<file path="config.mk">
export PLATFORM = sky130hd
export DESIGN_NAME = ipv4_dotted_decimal_parser_top_flat
export DESIGN_NICKNAME = d
export VERILOG_FILES = /design/src/rtl/core/ipv4p_pkg.sv /design/src/rtl/core/ipv4p_if.sv /design/src/rtl/core/ipv4p_step.sv /design/src/rtl/core/ipv4_dotted_decimal_parser_top.sv /design/src/flat_wrapper.sv
export SDC_FILE = /design/constraint.sdc
export NUM_CORES = 1
export LEC_CHECK = 0
export BUFFER_PORTS_ARGS = -buffer_cell sky130_fd_sc_hd__buf_2
export CAP_MARGIN = 30
export CORE_ASPECT_RATIO = 1.2
export CORE_MARGIN = 5
export CORE_UTILIZATION = 32
export DETAILED_ROUTE_END_ITERATION = 8
export PLACE_DENSITY = 0.46
export SYNTH_ARGS = -nofsm -noshare
export SYNTH_HDL_FRONTEND = slang
export SYNTH_SLANG_ARGS = --single-unit
</file>
<file path="constraint.sdc">
create_clock -name clk -period 7.2 [get_ports clk]
set_clock_uncertainty 0.1 [all_clocks]
set_input_delay 0.36 -clock clk [delete_from_list [all_inputs] [get_ports clk]]
set_output_delay 0.36 -clock clk [all_outputs]
set_load 0.01 [all_outputs]
</file>
<file path="src/rtl/core/ipv4p_pkg.sv">
package ipv4p_pkg;

  // default text length limit, counting the closing character
  localparam int MAX_CHARS_DEF = 16;

  // character codes
  localparam logic [7:0] CHAR_NUL   = 8'h00;
  localparam logic [7:0] CHAR_DOT   = 8'h2E;
  localparam logic [7:0] CHAR_MINUS = 8'h2D;
  localparam logic [7:0] CHAR_ZERO  = 8'h30;
  localparam logic [7:0] CHAR_NINE  = 8'h39;

  // token limits
  localparam int          NUM_OCTETS = 4;
  localparam logic [2:0]  COUNT_SAT  = 3'd5;
  localparam logic [2:0]  COUNT_FULL = 3'd4;
  localparam logic [3:0]  LEN_SAT    = 4'd15;
  localparam logic [19:0] MAG_SAT    = 20'd65535;
  localparam logic [15:0] POS_LIMIT  = 16'd32767;
  localparam logic [15:0] NEG_LIMIT  = 16'd32768;
  localparam logic [15:0] OCTET_MAX  = 16'd255;

  typedef enum logic [1:0] {
    ERR_NONE      = 2'd0,
    ERR_MALFORMED = 2'd1,
    ERR_RANGE     = 2'd2,
    ERR_COUNT     = 2'd3
  } err_t;

  typedef struct packed {
    logic                  in_token;
    logic [3:0]            token_length;
    logic [15:0]           token_magnitude;
    logic                  token_negative;
    logic                  token_malformed;
    logic [2:0]            token_count;
    err_t                  first_error;
    logic [NUM_OCTETS-1:0][7:0] octets;
  } tok_state_t;

  typedef struct packed {
    logic        valid_res;
    err_t        error_code;
    logic [31:0] address;
  } res_t;

  localparam tok_state_t TOK_STATE_CLR = '{
    in_token:        1'b0,
    token_length:    4'd0,
    token_magnitude: 16'd0,
    token_negative:  1'b0,
    token_malformed: 1'b0,
    token_count:     3'd0,
    first_error:     ERR_NONE,
    octets:          '0
  };

  // judge the token that has just ended
  function automatic tok_state_t close_token(input tok_state_t st);
    tok_state_t r;
    logic       bad;
    r   = st;
    bad = 1'b0;
    if (st.in_token) begin
      r.in_token = 1'b0;
      if (st.first_error == ERR_NONE) begin
        bad = st.token_malformed
            | (st.token_length <= {3'b000, st.token_negative})
            | (st.token_negative & (st.token_magnitude == 16'd0))
            | (!st.token_negative & (st.token_magnitude > POS_LIMIT))
            | (st.token_negative & (st.token_magnitude > NEG_LIMIT));
        if (bad) begin
          r.first_error = ERR_MALFORMED;
        end else if (st.token_negative || (st.token_magnitude > OCTET_MAX)) begin
          r.first_error = ERR_RANGE;
        end else begin
          for (int i = 0; i < NUM_OCTETS; i++) begin
            if (st.token_count == 3'(i)) begin
              r.octets[i] = st.token_magnitude[7:0];
            end
          end
          if (st.token_count < COUNT_SAT) begin
            r.token_count = st.token_count + 3'd1;
          end
        end
      end
    end
    return r;
  endfunction

endpackage

</file>
<file path="src/rtl/core/ipv4p_if.sv">
interface ipv4p_in_if;
  logic       valid;
  logic       ready;
  logic [7:0] ip_char;
  logic       last;

  modport source (output valid, output ip_char, output last, input ready);
  modport sink (input valid, input ip_char, input last, output ready);
endinterface

interface ipv4p_out_if;
  logic        valid;
  logic        ready;
  logic        valid_res;
  logic [1:0]  error_code;
  logic [31:0] address;

  modport source (output valid, output valid_res, output error_code, output address,
                  input ready);
  modport sink (input valid, input valid_res, input error_code, input address,
                output ready);
endinterface

</file>
<file path="src/rtl/core/ipv4p_step.sv">
module ipv4p_step (
  input  ipv4p_pkg::tok_state_t st_i,
  input  logic [7:0]            ip_char,
  input  logic                  last,
  input  logic                  skip,
  output ipv4p_pkg::tok_state_t st_o,
  output ipv4p_pkg::res_t       res_o
);
  import ipv4p_pkg::*;

  tok_state_t st_chr;
  tok_state_t st_end;
  logic [19:0] mag_mul;
  err_t        code;

  // next magnitude: ten times the old one plus the digit
  assign mag_mul = 20'({st_i.token_magnitude, 3'b000}) + 20'({st_i.token_magnitude, 1'b0})
                 + 20'(ip_char - CHAR_ZERO);

  // per-character token update
  always_comb begin
    st_chr = st_i;
    if (!skip && (ip_char != CHAR_NUL)) begin
      if (ip_char == CHAR_DOT) begin
        st_chr = close_token(st_i);
      end else begin
        if (!st_i.in_token) begin
          st_chr.in_token        = 1'b1;
          st_chr.token_length    = 4'd0;
          st_chr.token_magnitude = 16'd0;
          st_chr.token_negative  = 1'b0;
          st_chr.token_malformed = 1'b0;
        end
        if ((ip_char == CHAR_MINUS) && (st_chr.token_length == 4'd0)) begin
          st_chr.token_negative = 1'b1;
        end else if ((ip_char >= CHAR_ZERO) && (ip_char <= CHAR_NINE)) begin
          if ((st_chr.token_length > {3'b000, st_chr.token_negative}) &&
              (st_chr.token_magnitude == 16'd0)) begin
            st_chr.token_malformed = 1'b1;
          end
          if (!st_i.in_token) begin
            st_chr.token_magnitude = 16'(ip_char - CHAR_ZERO);
          end else begin
            st_chr.token_magnitude = (mag_mul > MAG_SAT) ? 16'hFFFF : mag_mul[15:0];
          end
        end else begin
          st_chr.token_malformed = 1'b1;
        end
        if (st_chr.token_length < LEN_SAT) begin
          st_chr.token_length = st_chr.token_length + 4'd1;
        end
      end
    end
  end

  // closing of the text
  always_comb begin
    st_end = close_token(st_chr);
    code   = st_end.first_error;
    if ((code == ERR_NONE) && (st_end.token_count != COUNT_FULL)) begin
      code = ERR_COUNT;
    end
    res_o.valid_res  = (code == ERR_NONE);
    res_o.error_code = code;
    res_o.address    = (code == ERR_NONE) ? st_end.octets : 32'd0;
    st_o             = last ? TOK_STATE_CLR : st_chr;
  end

endmodule

</file>
<file path="src/rtl/core/ipv4_dotted_decimal_parser_top.sv">
// path: a last character waits in the input register for a free result register
// throughput: one character per cycle but for that wait, set by the single-pass
//   step between the input register and the parse state and result registers
// reset: synchronous, active low rst_n; empties both pipeline registers and
//   clears the parse state and character count
module ipv4_dotted_decimal_parser_top #(
  parameter int MAX_CHARS = ipv4p_pkg::MAX_CHARS_DEF
) (
  input  logic          clk,
  input  logic          rst_n,
  ipv4p_in_if.sink      in_chan,
  ipv4p_out_if.source   out_chan
);
  import ipv4p_pkg::*;

  localparam int CW = $clog2(MAX_CHARS);
  localparam logic [CW-1:0] CHARS_LIM = CW'(MAX_CHARS - 1);

  logic          s1_valid_r;
  logic [7:0]    s1_char_r;
  logic          s1_last_r;
  logic [CW-1:0] chars_r, chars_nxt;
  tok_state_t    st_r, st_nxt;
  res_t          res_c;
  logic          out_valid_r;
  res_t          out_res_r;
  logic          can_proc;
  logic          proc;
  logic          skip;

  // a last character needs the result register free
  assign can_proc = !s1_last_r || !out_valid_r || out_chan.ready;
  assign proc     = s1_valid_r && can_proc;
  assign in_chan.ready = !s1_valid_r || can_proc;
  assign skip     = (chars_r >= CHARS_LIM);

  // input register
  always_ff @(posedge clk) begin
    if (!rst_n) begin
      s1_valid_r <= 1'b0;
    end else if (in_chan.ready) begin
      s1_valid_r <= in_chan.valid;
    end
  end

  always_ff @(posedge clk) begin
    if (in_chan.ready && in_chan.valid) begin
      s1_char_r <= in_chan.ip_char;
      s1_last_r <= in_chan.last;
    end
  end

  ipv4p_step u_step (
    .st_i    (st_r),
    .ip_char (s1_char_r),
    .last    (s1_last_r),
    .skip    (skip),
    .st_o    (st_nxt),
    .res_o   (res_c)
  );

  // character count, saturating at the length limit
  always_comb begin
    chars_nxt = chars_r;
    if (s1_last_r) begin
      chars_nxt = '0;
    end else if (!skip) begin
      chars_nxt = (s1_char_r == CHAR_NUL) ? CHARS_LIM : chars_r + CW'(1);
    end
  end

  // parse state
  always_ff @(posedge clk) begin
    if (!rst_n) begin
      st_r    <= TOK_STATE_CLR;
      chars_r <= '0;
    end else if (proc) begin
      st_r    <= st_nxt;
      chars_r <= chars_nxt;
    end
  end

  // result register
  always_ff @(posedge clk) begin
    if (!rst_n) begin
      out_valid_r <= 1'b0;
    end else if (proc && s1_last_r) begin
      out_valid_r <= 1'b1;
    end else if (out_chan.ready) begin
      out_valid_r <= 1'b0;
    end
  end

  always_ff @(posedge clk) begin
    if (proc && s1_last_r) begin
      out_res_r <= res_c;
    end
  end

  assign out_chan.valid      = out_valid_r;
  assign out_chan.valid_res  = out_res_r.valid_res;
  assign out_chan.error_code = out_res_r.error_code;
  assign out_chan.address    = out_res_r.address;

`ifndef SYNTHESIS
  // token count saturates at five
  a_count_sat: assert property (@(posedge clk) disable iff (!rst_n)
    st_r.token_count <= COUNT_SAT)
    else $error("token count above saturation");

  // character count never passes the limit
  a_chars_lim: assert property (@(posedge clk) disable iff (!rst_n)
    chars_r <= CHARS_LIM)
    else $error("character count above limit");

  // a failed parse carries an error code and a zero address
  a_err_addr: assert property (@(posedge clk) disable iff (!rst_n)
    out_valid_r && !out_res_r.valid_res |->
      (out_res_r.error_code != ERR_NONE) && (out_res_r.address == 32'd0))
    else $error("error result with address or without code");

  // a last character leaves the parse state cleared
  a_clear_after: assert property (@(posedge clk) disable iff (!rst_n)
    proc && s1_last_r |=> (st_r == TOK_STATE_CLR) && (chars_r == '0))
    else $error("parse state not cleared after result");
`endif

endmodule

</file>
<file path="src/flat_wrapper.sv">
// flat-port wrapper written by rule: the top's interface ports become plain ports
module ipv4_dotted_decimal_parser_top_flat import ipv4p_pkg::*;
#(
  parameter int MAX_CHARS = ipv4p_pkg::MAX_CHARS_DEF
)
  (clk, rst_n, in_chan_valid, in_chan_ip_char, in_chan_last, in_chan_ready, out_chan_valid, out_chan_valid_res, out_chan_error_code, out_chan_address, out_chan_ready);
  ipv4p_in_if in_chan_i ();
  ipv4p_out_if out_chan_i ();
  input  logic clk;
  input  logic rst_n;
  input wire logic [$bits(in_chan_i.valid)-1:0] in_chan_valid;
  input wire logic [$bits(in_chan_i.ip_char)-1:0] in_chan_ip_char;
  input wire logic [$bits(in_chan_i.last)-1:0] in_chan_last;
  output wire logic [$bits(in_chan_i.ready)-1:0] in_chan_ready;
  output wire logic [$bits(out_chan_i.valid)-1:0] out_chan_valid;
  output wire logic [$bits(out_chan_i.valid_res)-1:0] out_chan_valid_res;
  output wire logic [$bits(out_chan_i.error_code)-1:0] out_chan_error_code;
  output wire logic [$bits(out_chan_i.address)-1:0] out_chan_address;
  input wire logic [$bits(out_chan_i.ready)-1:0] out_chan_ready;
  assign in_chan_i.valid = in_chan_valid;
  assign in_chan_i.ip_char = in_chan_ip_char;
  assign in_chan_i.last = in_chan_last;
  assign in_chan_ready = in_chan_i.ready;
  assign out_chan_valid = out_chan_i.valid;
  assign out_chan_valid_res = out_chan_i.valid_res;
  assign out_chan_error_code = out_chan_i.error_code;
  assign out_chan_address = out_chan_i.address;
  assign out_chan_i.ready = out_chan_ready;
  ipv4_dotted_decimal_parser_top #(.MAX_CHARS(MAX_CHARS)) u_core (.clk(clk), .rst_n(rst_n), .in_chan(in_chan_i), .out_chan(out_chan_i));
endmodule
</file>
# Word level (Yosys, flattened, before mapping)
# Index checks and enable logic that the tools add are counted.
[word_totals]
reg_bits = 110
input_bits = 13
output_inout_bits = 37
word_cells = 148
[op_classes]
addsub = 8
n_lt_le_gt_ge = 16
eq_ne = 10
n_mux = 48
n_bitwise = 14
n_reduce_logical = 33
[ops]
columns = ["cell", "count"]
rows = [
  ["$mux 37", 5],
  ["$mux 32", 4],
  ["$mux 60", 2],
  ["$mux 23", 3],
  ["$mux 16", 4],
  ["$mux 8", 8],
  ["$logic_not 16->1", 3],
  ["$gt 16x15->1 const B", 2],
  ["$gt 16x16->1 const B", 2],
  ["$gt 16x8->1 const B", 2],
  ["$mux 22", 1],
  ["$add 19x17->20", 1],
  ["$add 20x20->20", 1],
  ["$gt 20x16->1 const B", 1],
  ["$mux 3", 6],
  ["$sub 8x6->9 const B", 2],
  ["$eq 8x6->1 const B", 2],
  ["$mux 4", 4],
  ["$eq 3x2->1 const B", 4],
  ["$mux 2", 5],
  ["$add 4x1->4 const B", 2],
  ["$ge 8x6->1 const B", 1],
  ["$le 4x1->1", 2],
  ["$le 8x6->1 const B", 1],
  ["21 further kinds", 61],
]

# Depth between registers and ports, before layout
# Gate-level depths: netlist (run 1).
[depth]
depth_word = 23
depth_mapped = 21
depth_no_buf = 18

# Cells and area by module
# From an unflattened synthesis (run 1), not the netlist that was laid out.
[unflattened]
cells_unflattened = 963
hier_area_um2 = 7960.1
[modules_own_cells]
columns = ["mod", "n_inst", "cells_per_inst", "area_per_inst_um2", "seq_area_each_um2"]
rows = [
  ["ipv4p_step", 1, 612, 4046.4, 0.0],
  ["ipv4_dotted_decimal_parser_top", 1, 351, 3913.8, 2642.5],
]

# Least setup slack after synthesis (run 1)
# OpenSTA, ideal clock, no wires.
[synth_path]
path_kind = "register to register"
start = "register u_core.s1_char_r[4]"
end = "register u_core.out_res_r (netlist bit u_core.out_chan.error_code[1]), data pin"
setup_time_ns = 0.259
t_arrival_ns = 5.689
required_ns = 6.841
path_slack_ns = 1.152
path_stages_with_launch = 20
n_path_buf = 4
period_less_slack_ns = 6.048
path_cell_list = "edfxtp_1 > ha_1 > nor3_1 > fa_1 > ha_1 > buf_6 > a21oi_1 > o21ai_0 > a311o_1 > o21a_1 > o22ai_2 > nor3_2 > buf_6 > a21oi_1 > or3_1 > nor4_1 > or3_1 > buf_4 > buf_4 > o21bai_1"
[synth_lines]
columns = ["element", "line", "text"]
rows = [
  ["start: declaration", "ipv4_dotted_decimal_parser_top.sv:20", "logic [7:0] s1_char_r;"],
  ["start signal: assignment", "ipv4_dotted_decimal_parser_top.sv:48", "s1_char_r <= in_chan.ip_char;"],
  ["end signal: assignment", "ipv4_dotted_decimal_parser_top.sv:96", "out_res_r <= res_c;"],
  ["end: declaration", "ipv4_dotted_decimal_parser_top.sv:26", "res_t out_res_r;"],
]

# Final worst setup path (run 1)
[layout_path]
start = "register u_core.s1_char_r[4]"
end = "register u_core.out_res_r (netlist bit u_core.out_chan.address[10]), data pin"
[layout_via]
elab_chain_len = 21
elab_cells_between_ends = 55
cone_classes = "4 x add/sub; 8 x order compare; 4 x eq/ne; 21 x mux; 7 x bitwise; 11 x reduce/logical"
[layout_rtl]
columns = ["element", "line", "text"]
rows = [
  ["$sub 8x6->9", "ipv4p_step.sv:18, ipv4p_step.sv:42", ""],
  ["$add 20x20->20", "ipv4p_step.sv:18", "+ 20'(ip_char - CHAR_ZERO);"],
  ["$gt 20x16->1", "ipv4p_step.sv:44", "st_chr.token_magnitude = (mag_mul > MAG_SAT) ? 16'hFFFF : mag_mul[15:0];"],
  ["$mux 16", "ipv4p_step.sv:44", ""],
  ["$mux 16", "ipv4p_step.sv:41", "if (!st_i.in_token) begin"],
  ["$mux 16", "ipv4p_step.sv:36", "end else if ((ip_char >= CHAR_ZERO) && (ip_char <= CHAR_NINE)) begin"],
  ["$mux 16", "ipv4p_step.sv:34", "if ((ip_char == CHAR_MINUS) && (st_chr.token_length == 4'd0)) begin"],
  ["$mux 23", "ipv4p_step.sv:24", "if (ip_char == CHAR_DOT) begin"],
  ["$mux 60 (*)", "ipv4p_step.sv:23", "if (!skip && (ip_char != CHAR_NUL)) begin"],
  ["branches (longest 7 deep; another with $gt 16x15->1)", "n/a", ""],
  ["$mux 37 (*)", "ipv4p_pkg.sv:64", "if (st.in_token) begin"],
  ["$ne 3x3->1 / $logic_not 2->1 (equally long branches)", "ipv4p_step.sv:60", "if ((code == ERR_NONE) && (st_end.token_count != COUNT_FULL)) begin"],
  ["$logic_and 1x1->1", "ipv4p_step.sv:60", ""],
  ["$mux 2", "ipv4p_step.sv:60", ""],
  ["$logic_not 2->1", "ipv4p_step.sv:65", "res_o.address = (code == ERR_NONE) ? st_end.octets : 32'd0;"],
]
# Every way passes the cells marked *.
# A chain may end at the register's enable or synchronous reset.

==> flow_metrics.env, run 1 <==
export IMPL_crit_type="flop to flop"
export IMPL_fp_coreArea_um2=24500
export IMPL_io_pins=50
export IMPL_syn_avg_cell_area_um2=9.23
export IMPL_setup_tns_ps=0
export IMPL_finalHoldViolCount=0
export IMPL_worst_r2r_path_depth=17
export IMPL_setup_viol=0
export IMPL_cts_inserted_buffers=9
export IMPL_synth_cell_type_count=80
export IMPL_synth_ff_type="dfxtp_1"
export IMPL_antenna_cells=0
export IMPL_clk_pin_slew_ps=80
export IMPL_dr_pass1_iters=8
export IMPL_drt_wl_total_um=24500
export IMPL_leakage_uw=0.00342
export IMPL_gp_congestion=0.887
export IMPL_synth_area_leader_cell="dfxtp_1"
export IMPL_final_core_util_pct=35.8
export IMPL_fin_crit_sh_pct=82.2
export IMPL_port_buffers=49
export IMPL_synth_most_common_cell="nand2_1"
export IMPL_fin_nets=955
export IMPL_maxCapViolCount=0
export IMPL_post_route_min_period_ps=5920
export IMPL_relSlewSlack_pct=38.3
export IMPL_crit_fanout=14
export IMPL_areaGrowthSynthToFinish_pct=11.0
export IMPL_grt_max_degree=67
export IMPL_syn_nets=924
export IMPL_setup_worst_path_start_class="flop"
export IMPL_hp_class="input port to flop"
export IMPL_hpwl_um=18100
export IMPL_vias=6691
export IMPL_drtIter0Drc=409
export IMPL_clockRootBuffer="clkbuf_16"
export IMPL_gr_total_overflow=0
export IMPL_synth_edff_count=44
export IMPL_netlist_instances=856
export IMPL_synthTopCellsByArea="dfxtp_1 17%, edfxtp_1 17%, ha_1 6.3%"
export IMPL_dpl_instance_area_um2=8450
export IMPL_status="complete, no violations"
export IMPL_power_density_nw_per_um2=150
export IMPL_final_antenna_net_count=0
export IMPL_synthArstFlopShare_pct=0
export IMPL_holdPathStages=1
export IMPL_initial_core_util_pct=32.2
export IMPL_post_place_ws_ps=1250
export IMPL_hold_buffers=0
export IMPL_viasPerCell=5.50
export IMPL_num_fill_cells=2512
export IMPL_die_area_um2=28000
export IMPL_final_cell_area_um2=8780
export IMPL_grt_usage_pct=17.3
export IMPL_grt_pass1_vias=6692
export IMPL_yosysWarnings=0
export IMPL_cts_sinks=110
export IMPL_fmax_mhz=169
export IMPL_clockBufferDepth=2
export IMPL_cts_resized=0
export IMPL_ir_drop_mv=0.113
export IMPL_drc=0
export IMPL_worst_ep_required_time_ps=7200
export IMPL_synth_ff_latch_count=110
export IMPL_synth_cell_area_um2=7910
export IMPL_synth_top_area_share_pct=16.7
export IMPL_final_setup_worst_slack_ps=1280
export IMPL_grt_first_pass_wirelength_um=38600
export IMPL_rsz0062_at_grt="no"
export IMPL_die_w_um=153
export IMPL_cts_tree="yes"
export IMPL_cts_setup_buffers=0
export IMPL_insertion_delay_ps=370
export IMPL_slew_violations=0
export IMPL_worstPathArrival_ps=5920
export IMPL_die_height_um=182
export IMPL_worst_slew_pin_slew_ps=925
export IMPL_endpoint_kind="flop"
export IMPL_drive_above_1_share_pct=15.8
export IMPL_drt_wirelength_per_cell_um=20.1
export IMPL_antenna_found_initial=0
export IMPL_yosys_top_cells_count="88 x nand2_1, 66 x dfxtp_1, 61 x nor2b_1"
export IMPL_seq_area_frac_synth_pct=33.4
export IMPL_ctsHtreeMaxLevel=3
export IMPL_rows=63
==> metal layers <==
metal  vias to the layer above  track usage (%)  routed length, µm
met3                        34             1.97                865
met5                         -                0                  0
met4                         0             5.76                616
met1                      3285             21.3              10500
met2                       143             31.5              12600
li1                       3229                -                  -
==> stage by stage <==
step | power [µW] | hold WS (ps) | cells
floorplan | 762 | 352 | 856
global placement | 804 | 377 | 1199
detailed placement | 803 | 379 | 1200
CTS | 1330 | 55.2 | 1216
global route | 1360 | 59.9 | 1217
finish | 1310 | 66.3 | 1217
==> final cells by class <==
class                      count  area (µm²)  share of cell area (%)
multi-input combinational    664        4910                    55.9
sequential                   110        2640                    30.1
tap                          325         407                    4.63
timing repair buffer          63         372                    4.23
clock buffer                  11         264                    3.01
inverter                      39         146                    1.67
clock inverter                 5        37.5                   0.428
==> layout by cell type, fill, tap and decap left out, drive strengths merged, types with 10 or more instances in the layout <==
| cell type | count |
|---|---|
| and3 | 10 |
| nand2 | 88 |
| clkbuf | 12 |
| o21a | 10 |
| dfxtp | 66 |
| mux2i | 34 |
| edfxtp | 44 |
| fa | 15 |
| mux2 | 17 |
| a22oi | 50 |
| nor2 | 37 |
| buf | 62 |
| ha | 40 |
| nor2b | 61 |
| nor3 | 40 |
| inv | 42 |
| nand3 | 15 |
| o21ai | 57 |
| nor4 | 22 |
| a21oi | 33 |
==> power by group <==
group | internal (µW) | switching, µW | total [µW]
Sequential | 654 | 8.17 | 662
Combinational | 42.5 | 84.7 | 127
Clock | 269 | 257 | 526
Total | 965 | 350 | 1310
==> cells by family after synthesis <==
| group | share of synthesized area, % |
|---|---|
| buf+inv | 4.70 |
| fa+ha+maj | 10.1 |
| mux | 6.73 |
| flops | 33.4 |
| xor+xnor | 1.22 |
| compound gates | 21.2 |
| simple gates | 22.6 |
==> worst max-delay path, cell delays in order (launching register included) <==
cell and delay [ps]:
edfxtp_1 510, ha_1 320, nor3_2 120, buf_4 260, fa_1 450, ha_1 390
a21oi_1 250, nand2_1 80, o211a_1 290, o41ai_1 360, o22ai_2 240, a2111oi_0 500
buf_4 210, o211ai_1 190, nor4_4 420, nand4_2 470, mux2i_1 410, nor4_2 60
==> registers in the layout, indices dropped and copies added, names as in the netlist <==
register / count
u_core.s1_valid_r: 1
u_core.s1_last_r: 1
u_core.out_chan.valid_res: 1
u_core.chars_r: 4
u_core.out_chan.address: 32
u_core.out_chan.error_code: 2
u_core.out_chan.valid: 1
u_core.st_r: 60
u_core.s1_char_r: 8
==> worst paths after layout <==
check | startpoint | to | slack (ps)
setup / recovery | u_core.s1_char_r[4] | u_core.out_chan.address[10] | 1280
hold / removal | in_chan_last | u_core.s1_last_r | 70
setup reg to reg | u_core.s1_char_r[4] | u_core.out_chan.address[10] | 1280
hold reg to reg | u_core.chars_r[2] | u_core.chars_r[2] | 390
(Power assumes the default switching activity.)
==> inputs of run 2 (changes only) <==
==> constraint.sdc (replaced) <==
create_clock -name clk -period 6.15 [get_ports clk]
set_clock_uncertainty 0.1 [all_clocks]
set_input_delay 0.3075 -clock clk [delete_from_list [all_inputs] [get_ports clk]]
set_output_delay 0.3075 -clock clk [all_outputs]
set_load 0.01 [all_outputs]
==> flow_metrics.env, run 2 (synthesis gave the netlist of run 1 again) <==
export IMPL_status="complete, no violations"
export IMPL_setup_viol=0
export IMPL_insertion_delay_ps=360
export IMPL_post_route_min_period_ps=5710
export IMPL_ctsHtreeMaxLevel=3
export IMPL_leakage_uw=0.00350
export IMPL_final_core_util_pct=36.4
export IMPL_final_cell_area_um2=8920
export IMPL_setup_worst_path_start_class="flop"
export IMPL_rows=63
export IMPL_grt_usage_pct=17.3
export IMPL_clockBufferDepth=2
export IMPL_largest_reg_flops=60
export IMPL_hold_buffers=0
export IMPL_die_w_um=153
export IMPL_final_antenna_net_count=0
export IMPL_io_pins=50
export IMPL_worst_slew_pin_slew_ps=1010
export IMPL_fin_nets=972
export IMPL_worst_r2r_path_depth=18
export IMPL_setup_tns_ps=0
export IMPL_top_register="u_core.st_r"
export IMPL_worstPathCellList="ha_1 > nor3_2 > buf_4 > fa_1 > ha_1 > a21oi_1 > nand2_1 > o211a_1 > o41ai_1 > o22ai_2 > a2111oi_2 > buf_4 > o211ai_1 > nor4_2 > mux2_2 > o31ai_4 > clkbuf_16 > nor3_1"
export IMPL_maxCapViolCount=0
export IMPL_fmax_mhz=175
export IMPL_num_fill_cells=2549
export IMPL_cp_num_cells=18
export IMPL_finalHoldViolCount=0
export IMPL_dpl_instance_area_um2=8560
export IMPL_r2r_end="u_core.out_chan.address[20]"
export IMPL_initial_core_util_pct=32.2
export IMPL_multi_input_area_um2=4930
export IMPL_grt_max_degree=67
export IMPL_clkPwrFrac_pct=38.5
export IMPL_layout_common_cells="88 x nand2_1, 66 x dfxtp_1, 61 x nor2b_1"
export IMPL_relSlewSlack_pct=32.4
export IMPL_rsz0062_at_grt="no"
export IMPL_seq_power_share_pct=51.6
export IMPL_ff_latch_area_um2=2640
export IMPL_power_density_nw_per_um2=169
export IMPL_gp_congestion=0.862
export IMPL_clk_pin_slew_ps=80
export IMPL_drt_wirelength_per_cell_um=19.6
export IMPL_viasPerCell=5.35
export IMPL_path_delay_family="compound AO/OA/AOI/OAI gates"
export IMPL_crit_type="flop to flop"
export IMPL_crit_path_top_delay_cell="edfxtp_1"
export IMPL_switching_share_pct=26.4
export IMPL_antenna_found_initial=0
export IMPL_gr_total_overflow=0
export IMPL_crit_end="u_core.out_chan.address[20]"
export IMPL_rr_startpoint="u_core.s1_char_r[5]"
export IMPL_crit_start="u_core.s1_char_r[5]"
export IMPL_p_switching_uw=398
export IMPL_hpwl_um=18600
export IMPL_areaGrowthSynthToFinish_pct=12.9
export IMPL_die_area_um2=28000
export IMPL_cts_sinks=110
export IMPL_slew_violations=0
export IMPL_ir_drop_mv=0.126
export IMPL_r2r_slack_ps=440
export IMPL_crit_fanout=22
export IMPL_fp_coreArea_um2=24500
export IMPL_endpoint_kind="flop"
export IMPL_holdPathStages=1
export IMPL_drive_above_1_share_pct=17.4
export IMPL_port_buffers=49
export IMPL_fin_crit_sh_pct=92.8
export IMPL_slowest_delay_ps=470
export IMPL_whs_ps=18.3
export IMPL_final_setup_worst_slack_ps=445
export IMPL_cp_buffers_inverters=3
export IMPL_grt_pass1_vias=6754
export IMPL_grt_first_pass_wirelength_um=38500
export IMPL_cts_inserted_buffers=9
export IMPL_final_common_cell="nand2_1"
export IMPL_cts_tree="yes"
export IMPL_worstPathArrival_ps=5700
export IMPL_drt_wl_total_um=24200
export IMPL_drc=0
export IMPL_power_frac_comb_pct=9.9
export IMPL_hp_class="input port to flop"
export IMPL_clockRootBuffer="clkbuf_16"
export IMPL_die_height_um=182
export IMPL_vias=6602
export IMPL_intPower_uw=1110
export IMPL_drtIter0Drc=362
export IMPL_worst_ep_required_time_ps=6150
export IMPL_antenna_cells=0
export IMPL_post_place_ws_ps=84.3
export IMPL_dr_pass1_iters=5
## run 2: cell types whose count changed in the layout (fill, tap and decap cells not counted)
cell / delta
buf_12: +1
clkinv_2: -1
a2111oi_0: -1
clkbuf_16: -1
clkbuf_1: +1
a2111oi_2: +1
clkinv_4: +1
buf_4: +16
nand4_2: -2
nand4_4: +2
## run 2: power by group through the flow
stage	Combinational [µW]	Sequential [µW]	Clock [µW]
2_1_floorplan	100	791	0
3_3_place_gp	148	795	0
3_5_place_dp	149	795	0
4_1_cts	149	778	599
5_1_grt	165	779	626
6_report	150	778	581
## run 2: area by class of cell
cell class	count	area share (%)
Timing Repair Buffer	80	5.74
Multi-Input combinational cell	664	55.3
Clock inverter	5	0.463
Clock buffer	11	2.72
Tap cell	325	4.56
Inverter	39	1.64
Sequential cell	110	29.6
## run 2: worst min path at each step
stage                            start             endpoint
global placement     u_core.chars_r[2]    u_core.chars_r[2]
finish                    in_chan_last     u_core.s1_last_r
floorplan           in_chan_ip_char[0]  u_core.s1_char_r[0]
global route              in_chan_last     u_core.s1_last_r
detailed placement   u_core.chars_r[2]    u_core.chars_r[2]
CTS                       in_chan_last     u_core.s1_last_r
## run 2: through the flow
step / power [µW] / cells
after global routing: 1570 / 1234
final: 1510 / 1234
after CTS: 1530 / 1231
after floorplan: 892 / 856
after global placement: 944 / 1214
after detailed placement: 944 / 1215
## run 2: worst reg2reg max path: stages, from the launching register on
cell and delay [ps]:
edfxtp_1 470, ha_1 300, nor3_2 120, buf_4 240, fa_1 460, ha_1 380
a21oi_1 230, nand2_1 70, o211a_1 280, o41ai_1 380, o22ai_2 260, a2111oi_2 470
buf_4 190, o211ai_1 200, nor4_2 420, mux2_2 450, o31ai_4 90, clkbuf_16 240
nor3_1 90
## run 2: repair_timing
action / 4_1_cts / 5_1_grt
endpoints found under the setup margin: 0 / 34
resized for setup: 0 / 4
setup buffers: 0 / 2
## run 2: per-layer routing
layer / track usage (%) / vias to the layer above / routed length (µm)
met5: 0 / - / 0
met4: 6.40 / 0 / 686
met3: 2.23 / 34 / 706
met2: 31.2 / 137 / 12400
met1: 21.0 / 3163 / 10400
li1: - / 3268 / -
